==> src/rtl/assert_macros.svh <==
// Assertion macros used by the top level of the perceptron block.
// Depends on nothing; the bodies are empty when SYNTHESIS is defined.
`ifndef ASSERT_MACROS_SVH
`define ASSERT_MACROS_SVH
`ifndef SYNTHESIS
`define ASSERT_CLK(name, clk, rst, prop) \
  name: assert property (@(posedge clk) disable iff (rst) prop) else $error("assertion failed");
`define ASSERT_NEVER(name, clk, rst, cond) \
  name: assert property (@(posedge clk) disable iff (rst) !(cond)) else $error("forbidden state");
`else
`define ASSERT_CLK(name, clk, rst, prop)
`define ASSERT_NEVER(name, clk, rst, cond)
`endif
`endif

==> src/rtl/mlp_pkg.sv <==
// Types and constants of the perceptron inference block.
// Used by the cell, the arithmetic unit and the top level.
package mlp_pkg;

  localparam int IDX_W = 10;
  localparam int BIAS_WORDS = 1024;
  localparam int BIAS_AW = 10;
  localparam int CFG_IDX_W = 3;
  localparam int CFG_W = 9;
  localparam logic [63:0] EXP_STEP_Q30 = 64'd1040706261;

  localparam logic [2:0] MODE_WEIGHT = 3'd0;
  localparam logic [2:0] MODE_BIAS = 3'd1;
  localparam logic [2:0] MODE_MEAN = 3'd2;
  localparam logic [2:0] MODE_SCALE = 3'd3;
  localparam logic [2:0] MODE_OBS = 3'd4;

  localparam logic [CFG_IDX_W-1:0] REG_LAYERS = 3'd0;
  localparam logic [CFG_IDX_W-1:0] REG_OBS = 3'd1;
  localparam logic [CFG_IDX_W-1:0] REG_H1 = 3'd2;
  localparam logic [CFG_IDX_W-1:0] REG_H2 = 3'd3;
  localparam logic [CFG_IDX_W-1:0] REG_H3 = 3'd4;
  localparam logic [CFG_IDX_W-1:0] REG_ACT = 3'd5;

  typedef struct packed {
    logic [2:0] mode;
    logic [15:0] address;
    logic signed [15:0] value;
  } in_t;

  typedef struct packed {
    logic [5:0] action_index;
    logic signed [15:0] action_value;
    logic last_action;
  } out_t;

  typedef struct packed {
    logic valid;
    logic norm;
    logic first;
    logic last;
    logic elu;
    logic to_ping;
    logic from_ping;
    logic [IDX_W-1:0] idx;
  } tag_t;

  typedef struct packed {
    logic en;
    logic to_ping;
    logic [IDX_W-1:0] idx;
    logic signed [15:0] data;
  } wr_t;

  typedef enum logic [2:0] {
    ST_IDLE,
    ST_NORM,
    ST_LAYER,
    ST_DRAIN,
    ST_EMIT_RD,
    ST_EMIT_LD,
    ST_EMIT_WAIT
  } state_t;

endpackage

==> src/rtl/mlp_cell.sv <==
// One cell of the control chain: registers the request tag.
// Depends on mlp_pkg.
module mlp_cell
  import mlp_pkg::*;
(
  input  logic clk,
  input  logic rst,
  input  tag_t d,
  output tag_t q
);

  always_ff @(posedge clk) begin
    if (rst) begin
      q <= '0;
    end else begin
      q <= d;
    end
  end

endmodule

==> config.mk <==
export PLATFORM = sky130hd
export DESIGN_NAME = mlp_cell
export DESIGN_NICKNAME = d
export VERILOG_FILES = /design/src/rtl/assert_macros.svh /design/src/rtl/mlp_pkg.sv /design/src/rtl/mlp_cell.sv
export SDC_FILE = /design/constraint.sdc
export NUM_CORES = 1
export LEC_CHECK = 0
export BUFFER_PORTS_ARGS = -buffer_cell sky130_fd_sc_hd__buf_2
export CAP_MARGIN = 25
export CORE_MARGIN = 2
export CORE_UTILIZATION = 36
export DETAILED_ROUTE_END_ITERATION = 12
export GPL_ROUTABILITY_DRIVEN = 0
export GPL_TIMING_DRIVEN = 0
export PLACE_DENSITY = 0.73
export SYNTH_ARGS = -nofsm -noshare
export SYNTH_HDL_FRONTEND = slang
export SYNTH_SLANG_ARGS = --single-unit
==> constraint.sdc <==
create_clock -name clk -period 0.8 [get_ports clk]
set_input_delay 0.16 -clock clk [delete_from_list [all_inputs] [get_ports clk]]
set_output_delay 0.16 -clock clk [all_outputs]
set_load 0.03 [all_outputs]
# Yosys cells after proc, flatten, opt, wreduce, memory -nomap -nowiden

Index checks and enable logic that the tools add are counted.

Logic and storage cells: 8
Input port bits: 19
Output and inout bits: 17
Bits in registers: 17

# Depth between registers and ports, before layout

Gate-level depths: netlist (run 1).

Depth after elaboration: 0
Depth in mapped cells: 2

# Worst setup path after synthesis (run 1)

Ideal clock, no wire load.

Path type: reg2out
Start point: reg q[0] (netlist bit)
End point: out q[0] (netlist bit)
Path slack: 0.181 ns
Cell stages (with the launch flop): 1
Required time: 0.640 ns
Arrival time: 0.459 ns
Buffers on the path: 0
Cells stage by stage: dfxtp_1

RTL lines:

| element                | line           | text |
|---|---|---|
| from (decl)            | mlp_cell.sv:9  | `output tag_t q` |
| from (signal assigned) | mlp_cell.sv:14 | `q <= '0;` |
| from (signal assigned) | mlp_cell.sv:16 | `q <= d;` |

No word-level cell between the ends.

# Final worst setup path (run 1)

Start point: reg q[14] (netlist bit)
End point: out q[14] (netlist bit)

No word-level cell between the ends.

==> metrics.txt, run 1 <==
post-synthesis compound-gate area fraction=0%; Final Hold Viols=0; largest registers=q: 17 flops; CP required=0.64 ns; critical path arrival=0.74 ns; critical path class=register to primary output; Post-synth EDFFs=0; DR pass1 iterations=2; Crit Path Max Fanout=1; die area=1630 um^2; global-route wire length before repair=1.30 mm; top cell type's share of synthesized area=71.6%; FP Rows=13; Final setup violation count=17; I/O Buffers=35; register area share after synthesis=between 70% and 80%; hold crit path type=primary input to register; crit path capture type=primary output; CTS Hold Bufs=0; Finished Core Util=64.9%; vias in the first global route=344; core box area=approximately 1300 um^2; Static Leakage=0.000399 uW; mux share of post-synthesis cell area=0%; Final ANT Viol Nets=0; Commonest cells post-synth=dfxtp_1, nor2b_1, and2b_2, buf_6; cells along the critical path=buf_6; fmax=1110 MHz; Synth Area in Simple Gates=a little over a quarter; CP bufs+invs=1; top-count cell post-synth=dfxtp_1; CP delay by family, top=flip-flops; synthesized area per cell=around 14 um^2; DR top layer=met3; Max Cap Viol=0; Post-CTS Setup Bufs=0; syn nets=54; CTS Buffer Depth=2; CTS tree=yes; largest net degree at the start of global routing=11; Async SR Flop Fraction=0%; CP Launch Type=register; pwr dens=1980 nW/um^2; xor/xnor share of the synthesized area=0%; GR Overflow Total=0; WL met1=approximately 350 um; n_diodes=0; Final HPWL DP=621 um; Yosys warnings=0; largest area contributor in the netlist=dfxtp_1; period utilization=113%; Final min period=0.903 ns; failing checks=setup timing; initial antenna violation count=0; synth top area cells=dfxtp_1, nor2b_1, and2b_2; Final nets=94; Largest Register=q; GRT Util Overall=13.2%; Die Wd=around 40 um; RSZ-0062 raised after global routing=yes; top_reg_cell synth=dfxtp_1; vias=377; largest family of logic cells by synthesized area=simple AND/OR/NAND/NOR gates; Largest register FFs=17; Worst VDD drop=0.973 mV; DR WL met2=432 um; Worst-path clk slew=0.09 ns; Slew @ Worst Pin=0.121 ns; CTS sink count=17; setup_tns=-1.48 ns; starting density of the core=a little under two fifths; share of cells above drive strength 1=85.1%; mapped cell area=475 um^2; CTS buffer count=3; DRT Wirelength=884 um; outcome=complete, but fails checks; CTS H-tree lvls=1; clock root buffer=clkbuf_4; CP max-delay cell=dfxtp_2; #FFs+latches synth=17; Final WS setup=-0.103 ns; drt initial violations=2; Met3 Wirelength=103 um; post-synthesis adder-cell area fraction=0%; Rel. slew slack=91.9%; I/O pin count=36; Slew Viols, Final=0; Avg WL per Cell=around 9.9 um; library cells used by synthesis=4; Die Y=approximately 40 um; vias per inst=4.24; DRC=0; crit-path max cell delay=0.34 ns; Post-Synthesis Cells=35; area grow syn2layout=73.2%
-- area by class of cell --
class	count	area [um^2]
Clock buffer	4	26.3
Fill cell	100	445
Timing Repair Buffer	35	282
Sequential cell	17	362
Tap cell	15	18.8
Multi-Input combinational cell	17	124
Buffer	1	11.3
-- through the flow --
step	instances	hold slack, ns	setup slack (ns)	total power, uW	instance area (um^2)
floorplan	35	0.288	0.181	1060	475
finish	89	0.0881	-0.103	1630	823
CTS	89	0.0805	-0.112	1650	823
detailed placement	85	0.376	0.137	1150	669
global route	89	0.0761	-0.153	1730	823
global placement	85	0.368	0.156	1150	669
-- what timing repair did --
item / in CTS / in global routing
resized for setup: 51 / 0
endpoints found under the hold margin: 0 / 0
setup endpoints to repair: 17 / 17
gates cloned: 0 / 0
-- final timing paths --
path | cells after the start | start | slack, ns | to
worst max-delay path | 1 | q[14] | -0.10 | q[14]
worst min-delay path | 2 | d[15] | 0.09 | q[15]
-- metal layers --
metal | up-vias | track usage, %
met3 | 0 | 5.00
met5 | - | 0
met4 | 0 | 10.0
met1 | 167 | 13.7
li1 | 182 | -
met2 | 28 | 21.4
-- cell families after synthesis --
group	Yosys count
DFF	17
and+or+nand+nor	17
buffers and inverters	1
-- power by group --
group / switching [uW] / internal [uW] / total (uW)
Sequential: 21.0 / 900 / 921
Clock: 233 / 193 / 426
Combinational: 135 / 146 / 281
-- cell usage in the layout, fill, tap and decap left out --
cell type / netlist / routed
buf_6: 1 / 18
buf_2: 0 / 18
dfxtp_2: 0 / 17
nor2b_1: 10 / 10
and2b_2: 7 / 7
clkbuf_4: 0 / 3
clkbuf_1: 0 / 1
Power figures use the tool's default switching activity.
==> run 2, diff against run 1 <==
--- a/config.mk
+++ b/config.mk
@@ -7,9 +7,9 @@
 export LEC_CHECK = 0
 export BUFFER_PORTS_ARGS = -buffer_cell sky130_fd_sc_hd__buf_2
 export CAP_MARGIN = 25
-export CORE_MARGIN = 2
-export CORE_UTILIZATION = 36
+export CORE_AREA = 2 2 39 41
 export DETAILED_ROUTE_END_ITERATION = 12
+export DIE_AREA = 0 0 41 43
 export GPL_ROUTABILITY_DRIVEN = 0
 export GPL_TIMING_DRIVEN = 0
 export PLACE_DENSITY = 0.73
==> constraint.sdc (replaced) <==
create_clock -name clk -period 1.1 [get_ports clk]
set_input_delay 0.11 -clock clk [delete_from_list [all_inputs] [get_ports clk]]
set_output_delay 0.11 -clock clk [all_outputs]
set_load 0.03 [all_outputs]
==> run 2 against run 1 <==
The flow now finishes without violations; wire length decreased by 15%; global-route usage fell by 4.2 points; worst setup slack improved by 0.31 ns; sequential share of layout area increased by 4.9 points; critical path type unchanged; critical endpoint is now q[11]; highest routed layer unchanged.
==> metrics.txt, run 2 (synthesized netlist as in run 1, its figures left out) <==
critical path class=register to primary output; area of the multi-input gates=about 120 um^2; Slew Viols, Final=0; global-route wire length before repair=a little over 1 mm; Final HPWL DP=~590 um; Worst-path clk slew=0.09 ns; pwr dens=about 1600 nW/um^2; CTS buffer count=3; CP delay by family, top=flip-flops; fmax=1120 MHz; Final Hold Viols=0; clock root buffer=clkbuf_4; DR pass1 iterations=1; Die Wd=41 um; Worst VDD drop=0.666 mV; outcome=finished, final reports clean; Final ANT Viol Nets=0; Max Cap Viol=0; Die Y=43 um; Fillers=~140; FP Rows=14; Largest Register=q; CTS Hold Bufs=0; Largest register FFs=17; Power Total=roughly 1100 uW; Slew @ Worst Pin=0.156 ns; commonest non-fill, non-tap cell in the layout=buf_2; vias=354; vias per inst=~3.9; share of cells above drive strength 1=62.2%; drt initial violations=0; Crit Path Max Fanout=1; die area=1760 um^2; hold crit path type=primary input to register; post_cts resized=0; crit-path max cell delay=0.32 ns; CP required=a little under 1 ns; Final setup violation count=0; CTS H-tree lvls=1; RSZ-0062 raised after global routing=no; I/O Buffers=35; Avg WL per Cell=8.31 um; core box area=1380 um^2; GR Overflow Total=0; n_diodes=0; Final min period=0.894 ns; CP Launch Type=register; CP bufs+invs=1; cells along the critical path=buf_2; setup_tns=0 ns; area occupied by registers=340 um^2; cell area after layout=697 um^2; initial antenna violation count=0; CTS Buffer Depth=2; DRT Wirelength=about 750 um; crit path capture type=primary output; Area after DPL=671 um^2; CTS tree=yes; I/O pin count=36; most frequent cells in the layout=buf_2, dfxtp_1, nor2b_1; vias in the first global route=294; largest registers=q: 17 flops; CTS sink count=17; starting density of the core=34.4%; Rel. slew slack=89.7%; Static Leakage=0.000371 uW; Min Hold Slack=about 0.039 ns; largest net degree at the start of global routing=11; Post-CTS Setup Bufs=0; area grow syn2layout=46.6%; critical path arrival=just under 0.8 ns; GRT Util Overall=9.08%; Final nets=94; CP max-delay cell=dfxtp_1; DRC=0; period utilization=approximately four fifths
==> run 2: cell count changes in the layout (fill, tap and decap cells not counted) <==
cell,before,now
dfxtp_1,0,17
dfxtp_2,17,0
buf_6,18,1
buf_2,18,35
==> run 2: area by class of cell <==
class | instances | share of cell area (%)
clock buffer | 4 | 3.77
buffer | 1 | 1.62
sequential | 17 | 48.8
multi-input combinational | 17 | 17.8
timing repair buffer | 35 | 25.1
tap | 16 | 2.87
==> run 2: power by group <==
group / switching (uW) / internal, uW
combinational: 96.4 / 67.5
sequential: 6.23 / 648
clock: 166 / 140
total: 268 / 856
==> run 2: final timing paths <==
kind / from / to / slack [ns] / depth (start not counted)
setup / recovery: q[11] / q[11] / 0.21 / 1
hold / removal: d[15] / q[15] / 0.04 / 2
==> run 2: metal layers <==
metal / track usage, % / vias up / part of all wire (%)
li1: - / 183 / -
met1: 6.54 / 146 / 37
met2: 15.0 / 25 / 46
met3: 5.24 / 0 / 17
met4: 8.00 / 0 / 0
met5: 0 / - / 0
==> run 2: through the flow <==
stage	utilization (%)	worst slack (ns)	cells
global placement	48.5	0.494	86
floorplan	-	0.531	35
detailed placement	48.5	0.485	86
global route	50.4	0.137	90
finish	50.4	0.206	90
CTS	50.4	0.192	90
