==> config.mk <==
export PLATFORM = sky130hd
export DESIGN_NAME = mlp_mac
export DESIGN_NICKNAME = d
export VERILOG_FILES = /design/src/rtl/assert_macros.svh /design/src/rtl/mlp_pkg.sv /design/src/rtl/mlp_mac.sv
export SDC_FILE = /design/constraint.sdc
export NUM_CORES = 1
export LEC_CHECK = 0
export ABC_AREA = 1
export BUFFER_PORTS_ARGS = -buffer_cell sky130_fd_sc_hd__buf_2
export CAP_MARGIN = 0
export CORE_MARGIN = 2
export CORE_UTILIZATION = 45
export CTS_CLUSTER_SIZE = 30
export DETAILED_ROUTE_END_ITERATION = 7
export GPL_ROUTABILITY_DRIVEN = 0
export PLACE_DENSITY = 0.66
export SLEW_MARGIN = 5
export SYNTH_ARGS = -nofsm -noshare
export SYNTH_HDL_FRONTEND = slang
export SYNTH_SLANG_ARGS = --single-unit
==> constraint.sdc <==
create_clock -name clk -period 6.9 [get_ports clk]
set_input_delay 0.345 -clock clk [delete_from_list [all_inputs] [get_ports clk]]
set_output_delay 0.345 -clock clk [all_outputs]
set_load 0.03 [all_outputs]
==> src/rtl/assert_macros.svh <==
// Assertion macros used by the top level of the perceptron block.
// Depends on nothing; the bodies are empty when SYNTHESIS is defined.
`ifndef ASSERT_MACROS_SVH
`define ASSERT_MACROS_SVH
`ifndef SYNTHESIS
`define ASSERT_CLK(name, clk, rst, prop) \
  name: assert property (@(posedge clk) disable iff (rst) prop) else $error("assertion failed");
`define ASSERT_NEVER(name, clk, rst, cond) \
  name: assert property (@(posedge clk) disable iff (rst) !(cond)) else $error("forbidden state");
`else
`define ASSERT_CLK(name, clk, rst, prop)
`define ASSERT_NEVER(name, clk, rst, cond)
`endif
`endif

==> src/rtl/mlp_pkg.sv <==
// Types and constants of the perceptron inference block.
// Used by the cell, the arithmetic unit and the top level.
package mlp_pkg;

  localparam int IDX_W = 10;
  localparam int BIAS_WORDS = 1024;
  localparam int BIAS_AW = 10;
  localparam int CFG_IDX_W = 3;
  localparam int CFG_W = 9;
  localparam logic [63:0] EXP_STEP_Q30 = 64'd1040706261;

  localparam logic [2:0] MODE_WEIGHT = 3'd0;
  localparam logic [2:0] MODE_BIAS = 3'd1;
  localparam logic [2:0] MODE_MEAN = 3'd2;
  localparam logic [2:0] MODE_SCALE = 3'd3;
  localparam logic [2:0] MODE_OBS = 3'd4;

  localparam logic [CFG_IDX_W-1:0] REG_LAYERS = 3'd0;
  localparam logic [CFG_IDX_W-1:0] REG_OBS = 3'd1;
  localparam logic [CFG_IDX_W-1:0] REG_H1 = 3'd2;
  localparam logic [CFG_IDX_W-1:0] REG_H2 = 3'd3;
  localparam logic [CFG_IDX_W-1:0] REG_H3 = 3'd4;
  localparam logic [CFG_IDX_W-1:0] REG_ACT = 3'd5;

  typedef struct packed {
    logic [2:0] mode;
    logic [15:0] address;
    logic signed [15:0] value;
  } in_t;

  typedef struct packed {
    logic [5:0] action_index;
    logic signed [15:0] action_value;
    logic last_action;
  } out_t;

  typedef struct packed {
    logic valid;
    logic norm;
    logic first;
    logic last;
    logic elu;
    logic to_ping;
    logic from_ping;
    logic [IDX_W-1:0] idx;
  } tag_t;

  typedef struct packed {
    logic en;
    logic to_ping;
    logic [IDX_W-1:0] idx;
    logic signed [15:0] data;
  } wr_t;

  typedef enum logic [2:0] {
    ST_IDLE,
    ST_NORM,
    ST_LAYER,
    ST_DRAIN,
    ST_EMIT_RD,
    ST_EMIT_LD,
    ST_EMIT_WAIT
  } state_t;

endpackage

==> src/rtl/mlp_mac.sv <==
// Multiply, accumulate, round, saturate and ELU stages of the datapath.
// Depends on mlp_pkg; stage tags come from the cell chain in the top level.
module mlp_mac
  import mlp_pkg::*;
#(
  parameter int ACC_W = 42,
  parameter int ELU_TABLE_DEPTH = 256
) (
  input  logic clk,
  input  tag_t t1,
  input  tag_t t2,
  input  tag_t t3,
  input  tag_t t4,
  input  logic signed [15:0] w_rd,
  input  logic signed [15:0] ping_rd,
  input  logic signed [15:0] pong_rd,
  input  logic signed [15:0] mean_rd,
  input  logic signed [15:0] scale_rd,
  input  logic signed [15:0] bias_rd,
  output wr_t wr
);

  localparam int EW = (ELU_TABLE_DEPTH > 1) ? $clog2(ELU_TABLE_DEPTH) : 1;
  typedef logic signed [15:0] rom_t [ELU_TABLE_DEPTH];

  function automatic rom_t build_rom();
    rom_t t;
    logic [63:0] p;
    p = 64'd1 << 30;
    for (int k = 0; k < ELU_TABLE_DEPTH; k++) begin
      t[k] = 16'(((p + (64'd1 << 17)) >> 18) - 64'd4096);
      p = ((p * EXP_STEP_Q30) + (64'd1 << 29)) >> 30;
    end
    return t;
  endfunction

  localparam rom_t ELU_ROM = build_rom();

  logic signed [16:0] op_a;
  logic signed [15:0] op_b;
  logic signed [32:0] prod;
  logic signed [15:0] bias_q;
  logic signed [ACC_W-1:0] acc;
  logic signed [ACC_W-1:0] rnd;
  logic signed [ACC_W-13:0] quo;
  logic signed [15:0] r;
  logic signed [16:0] neg_r;
  logic [16:0] elu_idx;
  logic signed [15:0] elu_val;

  always_comb begin
    if (t1.norm) begin
      op_a = {pong_rd[15], pong_rd} - {mean_rd[15], mean_rd};
      op_b = scale_rd;
    end else begin
      op_a = {w_rd[15], w_rd};
      op_b = t1.from_ping ? ping_rd : pong_rd;
    end
  end

  always_ff @(posedge clk) begin
    prod <= op_a * op_b;
    bias_q <= t1.norm ? 16'sd0 : bias_rd;
  end

  always_ff @(posedge clk) begin
    if (t2.valid) begin
      acc <= (t2.first ? (ACC_W'(bias_q) <<< 12) : acc) + ACC_W'(prod);
    end
  end

  always_comb begin
    rnd = acc + ACC_W'(2048);
    quo = (ACC_W-12)'(rnd >>> 12);
  end

  always_ff @(posedge clk) begin
    if (t3.valid) begin
      if (quo > (ACC_W-12)'(32767)) begin
        r <= 16'sh7fff;
      end else if (quo < -(ACC_W-12)'(32768)) begin
        r <= -16'sh8000;
      end else begin
        r <= 16'(quo);
      end
    end
  end

  always_comb begin
    neg_r = -{r[15], r};
    elu_idx = (17'(neg_r) + 17'd64) >> 7;
    if (r > 16'sd0) begin
      elu_val = r;
    end else if (32'(elu_idx) >= ELU_TABLE_DEPTH) begin
      elu_val = -16'sd4096;
    end else begin
      elu_val = ELU_ROM[elu_idx[EW-1:0]];
    end
    wr.en = t4.valid && t4.last;
    wr.to_ping = t4.to_ping;
    wr.idx = t4.idx;
    wr.data = t4.elu ? elu_val : r;
  end

endmodule

== Yosys cells after proc, flatten, opt, wreduce, memory -nomap -nowiden ==
Memories as Yosys holds them, arrays and structs flattened.
Index checks and enable logic that the tools add are counted.
Operators by class
  $add $sub $neg: 5
  multiply operators: 1
  order comparisons: 5
  mux-type cells: 10
  bitwise operators: 1
  reduce and logical (&&, ||, !) cells: 1
Operators with widths (number)
  two-way mux 16 bit: 8
  adder 42 x 13 -> 42 bit, second input constant: 1
  adder 42 x 33 -> 42 bit: 1
  two-way mux 42 bit: 1
  multiplier 17 x 16 -> 33 bit: 1
  greater-than comparator 30 x 16 -> 1 bit, second input constant: 1
  < comparator 30 x 16 -> 1 bit, second input constant: 1
  adder 17 x 7 -> 17 bit, second input constant: 1
  two-way mux 17 bit: 1
  negation 17 bit: 1
  subtractor 16 x 16 -> 17 bit: 1
  greater-than comparator 16 x 1 -> 1 bit, second input constant: 1
  greater-or-equal comparator 10 x 9 -> 1 bit, second input constant: 1
  greater-or-equal comparator 9 bit, second input constant: 1
  NOT 8 -> 9 bit: 1
  logical AND 1 bit: 1
Word-level totals
  register bits: 107
  memory bits (read-only): 4096
  bits of input ports: 165
  output and inout bits: 28
  memories: 1
Memories
  (name not given): depth 256, width 16, rd ports 1, clocked after memory_dff 0, write ports 0, line mlp_mac.sv:97  | elu_val = ELU_ROM[elu_idx[EW-1:0]];

== Depth between registers and ports, before layout ==
  depth after elaboration: 9
  gate-level depth with buffers: 39
  depth with buffers taken out: 39

== Worst setup path before layout ==
Ideal clock, no wire load.
  path kind: input to register
  start point: input pong_rd[0]
  end point: register prod[31]
  setup time: 0.120 ns
  arrival: 7.274 ns
  required time: 6.780 ns
  path slack: -0.493 ns
  cell stages on the path: 37
  path buffers: 1
  path through: inv_1 ha_1 fa_1 inv_1 nand3_1 nand2_1 nand2_1 o211ai_2 nand2_1 nand2_1 a21boi_2 o21ai_0 nand2_1 nand2_1 nand2_1 nand2_2 buf_4 nor2_1 fa_1 inv_1 fa_1 inv_1 fa_1 inv_1 fa_1 inv_1 fa_1 inv_1 fa_1 inv_1 ha_1 nand2_1 inv_1 a221oi_1 o221a_2 nand2_1 xor2_1
Between the ends
  word-level cells in the longest chain between the ends: 3
RTL lines
  start: declaration: line mlp_mac.sv:16  | input logic signed [15:0] pong_rd,
  subtractor 16 x 16 -> 17 bit / two-way mux 16 bit (equally long branches): line mlp_mac.sv:53, mlp_mac.sv:57
  two-way mux 17 bit / two-way mux 16 bit (equally long branches): line mlp_mac.sv:52  | if (t1.norm) begin
  multiplier 17 x 16 -> 33 bit (*): line mlp_mac.sv:62  | prod <= op_a * op_b;
  end signal: assignment: line mlp_mac.sv:62
  end: declaration: line mlp_mac.sv:41  | logic signed [32:0] prod;
Mark *: on every way between the ends. The rest lies on a longest branch, timed or not.
A chain may end at the register's enable or synchronous reset.

== Worst setup path after layout ==
Same ends and word-level chain as after synthesis.

==> qor.yml <==
status: "complete, but fails checks"
failed_checks: "design-rule violations, negative setup slack"
die-area_um2: 48500
place.port_buffers: 121
area_growth_pct: 17.9
drtIter0Drc: 2415
instances_no_fill: 3816
dpl_cell_area_um2: 23700
drtAntennaViolNets: 0
maxCapViolCount: 0
setup_ws_ps: -8.13
synthSimpleGateAreaFrac_pct: 23.8
rows: 79
path_max_fanout: 8
chipWidth_um: 220
h-tree-depth: 3
routed_via_density: 5.40
fin_area_um2: 24800
antenna_cells: 0
yosys.area_share.adder_pct: 35.8
yosys-top-cells-area: "fa_1 (26%), nand2_1 (11%), inv_1 (11%)"
io-pin-count: 193
synth_top_family_by_area: "adder cells"
cts_buffers: 9
cp_slowest_cell: "fa_2"
clk_latency_ps: 360
synth.most_common_cell: "nand2_1"
period_minus_slack_ps: 6910
wl_met3_mm: 5.23
critPathMostFrequentCell: "inv_2"
antenna_found_initial: 0
grt_max_degree: 43
yosys-top-cells-count: "nand2_1 (633), inv_1 (609), nor2_1 (324)"
grt_pass1_vias: 20700
synth_xor_area_share_pct: 4.79
hpwlAfterDp_mm: 51.9
met1Wirelength_mm: 24.9
grt_util_all_layers_pct: 26.2
synth_mux_area_share_pct: 0.107
final_nets: 3805
ys_seq_area_share_pct: 12.9
slew_violations: 0
yosys.area.top_type: "fa_1"
dr_total_vias: 20600
finalCritPeriodShare_pct: 100
path_clk_slew_ps: 70
finalHoldViolCount: 0
synth_seq_cells: 107
root_buffer: "clkbuf_16"
overflow: 0
start_util_pct: 45.4
synth_edf_count: 58
crit_arrival_ps: 7160
netlist-cell-type-count: 54
wl_per_cell_um: 16.5
setup_violations: 1
avgSynthCellArea_um2: 7.19
hp-class: "primary input to flop"
drc: 2
detail_route.first_pass.iterations: 8
max_stage_delay_ps: 600
startpoint_type: "primary input"
dp.cells: 3771
core-area_um2: 46400
wirelength_mm: 63.1
required_ps: 7150
relSlewSlack_pct: 29.3
syn_area_um2: 21000
clk_path_buf_depth: 2
route.met2.wl_mm: 30.2
die-height_um: 220
skew_ps: 15.3
final_layout_size_suffix_gt1_share_pct: 16.6
syn-num-nets: 3528
top_layer_used: "met4"
synth.top_cell.area_share_pct: 26.4
tritoncts: "yes"
grt_pass1_wl_mm: 102
ys.flop_type: "edfxtp_1"
async_flop_share_pct: 0
cts.sinks: 107
end_kind: "flop"
ys.warnings.count: 0
max_freq_mhz: 145
critPathKind: "primary input to flop"
synth_cells: 2927
synth_compound_area_share_pct: 9.56
rsz0062_at_grt: "true"
tightest_slew_ps: 1060
## what timing repair did
item	in CTS	in global routing
setup endpoints to repair	9	18
gates resized for setup	26	133
buffers inserted	4	26
hold buffers	0	0
pin swaps	21	87
## logic make-up after synthesis
| kind of cell | Yosys count |
|---|---|
| and+or+nand+nor | 1212 |
| buffers and inverters | 700 |
| adders and majority gates | 436 |
| AOI/OAI and AO/OA | 355 |
| xor gates and xnor gates | 115 |
| DFF | 107 |
| muxes | 2 |
## registers in the layout, summed over array words and instances (netlist names)
name	cells
prod	33
r	16
acc	42
bias_q	16
## layout by cell type, fill, tap and decap left out, types with 58 or more instances in the layout
cell type | netlist | layout
ha_1 | 158 | 136
buf_4 | 15 | 203
fa_1 | 278 | 273
nand2_1 | 633 | 613
a21oi_1 | 117 | 93
nand3_1 | 152 | 147
buf_2 | 20 | 119
inv_1 | 609 | 583
xor2_1 | 81 | 80
o21ai_0 | 127 | 113
nor2_1 | 324 | 310
edfxtp_1 | 58 | 58
## layer usage
layer	vias to the layer above	global-route usage, %
met3	236	3.99
met1	9745	33.1
met5	-	0
met2	1024	45.3
met4	0	9.87
li1	9588	-
## final cells by class
class,instances,area [um2]
fillers,4437,21500
multi-input cells,2120,16300
flip-flops and latches,107,2720
repair buffers,342,2390
inverters,624,2350
well taps,607,759
clock buffers,11,233
clock inverters,5,62.6
## worst paths after layout
path | slack [ps] | endpoint | cells after the start | start
setup reg to reg | 3490 | acc[32]$_DFFE_PP_ | 15 | acc[0]$_DFFE_PP_
setup / recovery | -8 | prod[31]$_DFF_P_ | 38 | pong_rd[0]
hold / removal | 200 | bias_q[9]$_SDFF_PP0_ | 3 | bias_rd[9]
hold reg to reg | 540 | acc[0]$_DFFE_PP_ | 1 | prod[0]$_DFF_P_
## worst max-delay path: cells and delay by family
kind	cells	cell delay [ps]
adders and majority gates	9	3980
AOI/OAI and AO/OA	5	790
buffers and inverters	11	860
xor gates and xnor gates	1	150
and+or+nand+nor	12	1030
## through the flow
step | setup slack, ps | util [%] | hold WS [ps] | TNS [ps]
CTS | 0.962 | 51.9 | 196 | 0
finish | -8.13 | 53.5 | 204 | -8.13
detailed placement | -617 | 51.0 | 528 | -5980
global route | -305 | 53.5 | 204 | -1810
floorplan | -2.88 | - | 452 | -2.88
global placement | -398 | 51.0 | 516 | -3360
Power is not shown: default switching activity piles up to over one toggle a cycle in this logic, so the estimate is an artifact.
